===== src/design/cwt_pkg.sv =====
// shared types and constants for the commutativity witness table
// used by cwt_front, cwt_back and commutativity_witness_table
`default_nettype none
package cwt_pkg;

    localparam int SLOT_COUNT  = 32;
    localparam int KEY_BITS    = 32;
    localparam int KEY_W       = (KEY_BITS < 32) ? KEY_BITS : 32;
    localparam int IDX_W       = (SLOT_COUNT > 1) ? $clog2(SLOT_COUNT) : 1;
    localparam int CNT_W       = 7;

    localparam logic [2:0] KIND_RECORD  = 3'd0;
    localparam logic [2:0] KIND_GC      = 3'd1;
    localparam logic [2:0] KIND_RECOVER = 3'd2;
    localparam logic [2:0] KIND_STOP    = 3'd3;
    localparam logic [2:0] KIND_RESET   = 3'd4;
    localparam logic [2:0] KIND_PROBE   = 3'd5;

    localparam logic [2:0] ST_OK           = 3'd0;
    localparam logic [2:0] ST_STOPPED      = 3'd1;
    localparam logic [2:0] ST_WRONG_MASTER = 3'd2;
    localparam logic [2:0] ST_NO_SPACE     = 3'd3;
    localparam logic [2:0] ST_KEY_CONFLICT = 3'd4;

    typedef enum logic [2:0] {
        OP_RECORD,
        OP_GC,
        OP_RECOVER,
        OP_STOP,
        OP_RESET,
        OP_PROBE,
        OP_NONE
    } op_t;

    typedef struct packed {
        op_t               op;
        logic              master_present;
        logic [31:0]       master_tag;
        logic [63:0]       rpc_id;
        logic [KEY_W-1:0]  key;
        logic [63:0]       client_num;
        logic [31:0]       request_handle;
        logic              batch_last;
    } item_t;

    typedef struct packed {
        logic  valid;
        item_t item;
    } head_t;

endpackage
`default_nettype wire


===== src/design/cwt_front.sv =====
// front end: accepts transactions, decodes the kind, holds a two-entry queue
// depends on cwt_pkg
`default_nettype none
module cwt_front (
    input  wire logic             clk,
    input  wire logic             rst_n,
    input  wire logic             start,
    input  wire logic [2:0]       kind,
    input  wire logic             master_present,
    input  wire logic [31:0]      master_tag,
    input  wire logic [63:0]      rpc_id,
    input  wire logic [31:0]      key_tag,
    input  wire logic [63:0]      client_num,
    input  wire logic [31:0]      request_handle,
    input  wire logic             batch_last,
    input  wire logic             pop,
    output cwt_pkg::head_t        head,
    output logic                  busy
);

    cwt_pkg::item_t q_reg [2];
    logic           wr_ptr_reg, rd_ptr_reg;
    logic [1:0]     cnt_reg;
    logic           push;
    cwt_pkg::item_t in_item;
    cwt_pkg::op_t   op;

    always_comb
    begin
        case (kind)
            cwt_pkg::KIND_RECORD:  op = cwt_pkg::OP_RECORD;
            cwt_pkg::KIND_GC:      op = cwt_pkg::OP_GC;
            cwt_pkg::KIND_RECOVER: op = cwt_pkg::OP_RECOVER;
            cwt_pkg::KIND_STOP:    op = cwt_pkg::OP_STOP;
            cwt_pkg::KIND_RESET:   op = cwt_pkg::OP_RESET;
            cwt_pkg::KIND_PROBE:   op = cwt_pkg::OP_PROBE;
            default:               op = cwt_pkg::OP_NONE;
        endcase
    end

    always_comb
    begin
        in_item.op             = op;
        in_item.master_present = master_present;
        in_item.master_tag     = master_tag;
        in_item.rpc_id         = rpc_id;
        in_item.key            = key_tag[cwt_pkg::KEY_W-1:0];
        in_item.client_num     = client_num;
        in_item.request_handle = request_handle;
        in_item.batch_last     = batch_last;
    end

    assign busy       = cnt_reg[1];
    assign push       = start && !busy;
    assign head.valid = (cnt_reg != 2'd0);
    assign head.item  = q_reg[rd_ptr_reg];

    always_ff @(posedge clk)
    begin
        if (push)
        begin
            q_reg[wr_ptr_reg] <= in_item;
        end
    end

    always_ff @(posedge clk or negedge rst_n)
    begin
        if (!rst_n)
        begin
            wr_ptr_reg <= 1'b0;
            rd_ptr_reg <= 1'b0;
            cnt_reg    <= 2'd0;
        end
        else
        begin
            if (push)
            begin
                wr_ptr_reg <= ~wr_ptr_reg;
            end
            if (pop)
            begin
                rd_ptr_reg <= ~rd_ptr_reg;
            end
            case ({push, pop})
                2'b10:   cnt_reg <= cnt_reg + 2'd1;
                2'b01:   cnt_reg <= cnt_reg - 2'd1;
                default: cnt_reg <= cnt_reg;
            endcase
        end
    end

endmodule
`default_nettype wire


===== config.mk =====
export PLATFORM = sky130hd
export DESIGN_NAME = cwt_front
export DESIGN_NICKNAME = d
export VERILOG_FILES = /design/src/design/cwt_pkg.sv /design/src/design/cwt_front.sv
export SDC_FILE = /design/constraint.sdc
export NUM_CORES = 1
export LEC_CHECK = 0
export ABC_AREA = 1
export BUFFER_PORTS_ARGS = -buffer_cell sky130_fd_sc_hd__clkbuf_2
export CAP_MARGIN = 20
export CORE_UTILIZATION = 36
export DETAILED_ROUTE_END_ITERATION = 12
export PLACE_DENSITY_LB_ADDON = 0.15
export SYNTH_ARGS = -nofsm -noshare
export SYNTH_HDL_FRONTEND = slang
export SYNTH_SLANG_ARGS = --single-unit

===== constraint.sdc =====
create_clock -name clk -period 13 [get_ports clk]
set_input_delay 2.6 -clock clk [delete_from_list [all_inputs] [get_ports clk]]
set_output_delay 2.6 -clock clk [all_outputs]
set_load 0.1 [all_outputs]

==> impl_metrics.json <==
{
  "multi_input_comb_area_sq_mm": 0.00215,
  "synth_area_sq_mm": 0.0173,
  "grt_overflow": 0,
  "io_pins": 464,
  "wl_per_cell_um": 16.8,
  "r2r_end": "q_reg[1][193]",
  "fin_setup_tns_ns": 0,
  "viasPerCell": 4.45,
  "crit_fanout": 106,
  "initial_core_util_pct": 36.8,
  "port_buffers": 463,
  "cts_inserted_buffers": 49,
  "rsz0062_at_grt": "no",
  "routed_wl_um": 39200,
  "firstDrtPassIters": 4,
  "r2r_cells": 4,
  "num_rows": 79,
  "fp.dieH_um": 221,
  "hold_start": "cnt_reg[0]",
  "place_hpwl_um": 26800,
  "critPathArrivalTime_ns": 3.67,
  "crit_path_end_kind": "output pin",
  "antenna_found_initial": 7,
  "postCtsSetupBuffers": 0,
  "critPathRequiredTime_ns": 10.40,
  "highest-signal-layer": "met5",
  "drc": 0,
  "cts_max_level": 2,
  "ys_ff_latch": 462,
  "die_w_um": 221,
  "finalSetupViolCount": 0,
  "whs_path_depth": 1,
  "seq_area_frac_synth_pct": 80.2,
  "cts_resized": 0,
  "worst_hold_path.endpoint": "cnt_reg[0]",
  "run_status": "finished clean",
  "period_share_pct": 48.2,
  "drtIter0Drc": 621,
  "mostFrequentLayoutCell": "clkbuf_2",
  "slew-limit-headroom_pct": 28.3,
  "wl_met3_um": 3550,
  "cts_tree": "yes",
  "fmaxAchievable_mhz": 160,
  "die_area_sq_mm": 0.0489,
  "fillers": 4323,
  "largest_reg_flops": 458,
  "cap_violations": 0,
  "grt_max_degree": 142,
  "layout_common_cells": "clkbuf_2 (463), edfxtp_1 (458), nand2_1 (235), inv_1 (234), o21ai_0 (191)",
  "met2WireLength_um": 18700,
  "synth_warnings": 0,
  "syn_area_per_cell_sq_um": 14.1,
  "seqCellArea_sq_mm": 0.0139,
  "drive_above_1_share_pct": 31.8,
  "ys_types": 18,
  "layout.nets": 1928,
  "ant_nets": 0,
  "core-area_sq_mm": 0.0470,
  "cp-start-kind": "register",
  "r2r_start": "cnt_reg[1]",
  "hold_buffers": 0,
  "worstMarginPinSlew_ns": 1.08,
  "netlist_instances": 1222,
  "num_vias": 10417,
  "grtUsageTotal_pct": 16.0,
  "routabilityCongestion": 0.825,
  "grt_pass1_wl_um": 59500,
  "crit_type": "reg2out",
  "cts-root-buf": "clkbuf_16",
  "clk_latency_ns": 0.57,
  "hold_violations": 0,
  "met1Wirelength_um": 16100,
  "cts.sinks": 462,
  "cts_buffer_depth": 3,
  "clk_pin_slew_ns": 0.06,
  "min_path_type": "reg2reg",
  "grt_pass1_vias": 10286,
  "synthesis.nets": 1456,
  "final_max_slew_viol_count": 0,
  "r2r_slack_ns": 10.21,
  "syn_to_final_growth_pct": 25.2,
  "finalCriticalPeriod_ns": 6.27,
  "finClkSkew_ns": 0.0119
}
-- layer usage --
layer  up-vias  track usage [%]
met4         4             5.73
met2       369             25.8
met5         -                0
met1      4893             19.9
met3        61             5.76
li1       5090                -
-- critical path: stages, from the launching register on --
cell,delay (ns)
dfrtp_4,0.62
buf_4,0.76
buf_4,0.77
nand2_1,0.09
o21ai_0,0.16
clkbuf_2,0.53
-- cells in the mapped netlist --
cell	n	area, sq um
dfrtp_1	4	100
ha_1	1	12.5
a21boi_0	1	7.51
xor2_1	2	17.5
nand4_1	1	6.26
buf_6	21	236
edfxtp_1	458	13800
o21ai_0	191	956
inv_1	234	878
nand3_1	1	5.00
o21ai_2	10	87.6
o21ai_1	28	140
buf_4	10	75.1
buf_2	16	80.1
xnor2_1	1	8.76
clkbuf_1	6	22.5
nor2_1	2	7.51
nand2_1	235	882
-- logic make-up (layout without fill, tap and decap cells) --
group	Yosys count	after routing	synth area share [%]
AO/OA/AOI/OAI	230	230	6.89
XOR/XNOR	3	3	0.152
adder cells (fa/ha/maj)	1	1	0.0724
buffers and inverters	287	795	7.48
flip-flops	462	462	80.2
other	0	4	0
AND/OR/NAND/NOR	239	239	5.21
-- layout make-up --
cell class	instances	share of cell area, %
diodes	4	0.0463
clock buffers	68	6.34
clock inverters	19	0.787
inverters	234	4.06
multi-input cells	473	9.92
flip-flops and latches	462	64.1
well taps	607	3.51
repair buffers	474	11.2
-- metrics by stage --
step           area, sq um  instances  hold slack [ns]  setup slack (ns)  utilization (%)
6_report             21600       2341            0.499              6.73             46.1
5_1_grt              21600       2341            0.534              6.35             46.1
4_1_cts              21600       2336            0.506              6.57             46.0
3_5_place_dp         20000       2249            0.492              7.22             42.7
3_3_place_gp         20000       2249            0.484              7.26             42.7
2_1_floorplan        17300       1222            0.467           -0.0269                -
-- worst max-delay path by stage --
| stage | slack [ns] | to | from | cells after the start |
|---|---|---|---|---|
| after floorplan | -0.03 | q_reg[0][0] | start | 2 |
| after global placement | 7.26 | head[18] | rd_ptr_reg | 5 |
| after detailed placement | 7.22 | head[171] | rd_ptr_reg | 5 |
| after CTS | 6.57 | head[181] | rd_ptr_reg | 5 |
| after global routing | 6.35 | head[137] | rd_ptr_reg | 5 |
| final | 6.73 | head[204] | rd_ptr_reg | 5 |
Power is left out: the tool's default activity adds up to more than one toggle a clock period on the data nets, which glitch-free logic cannot reach.
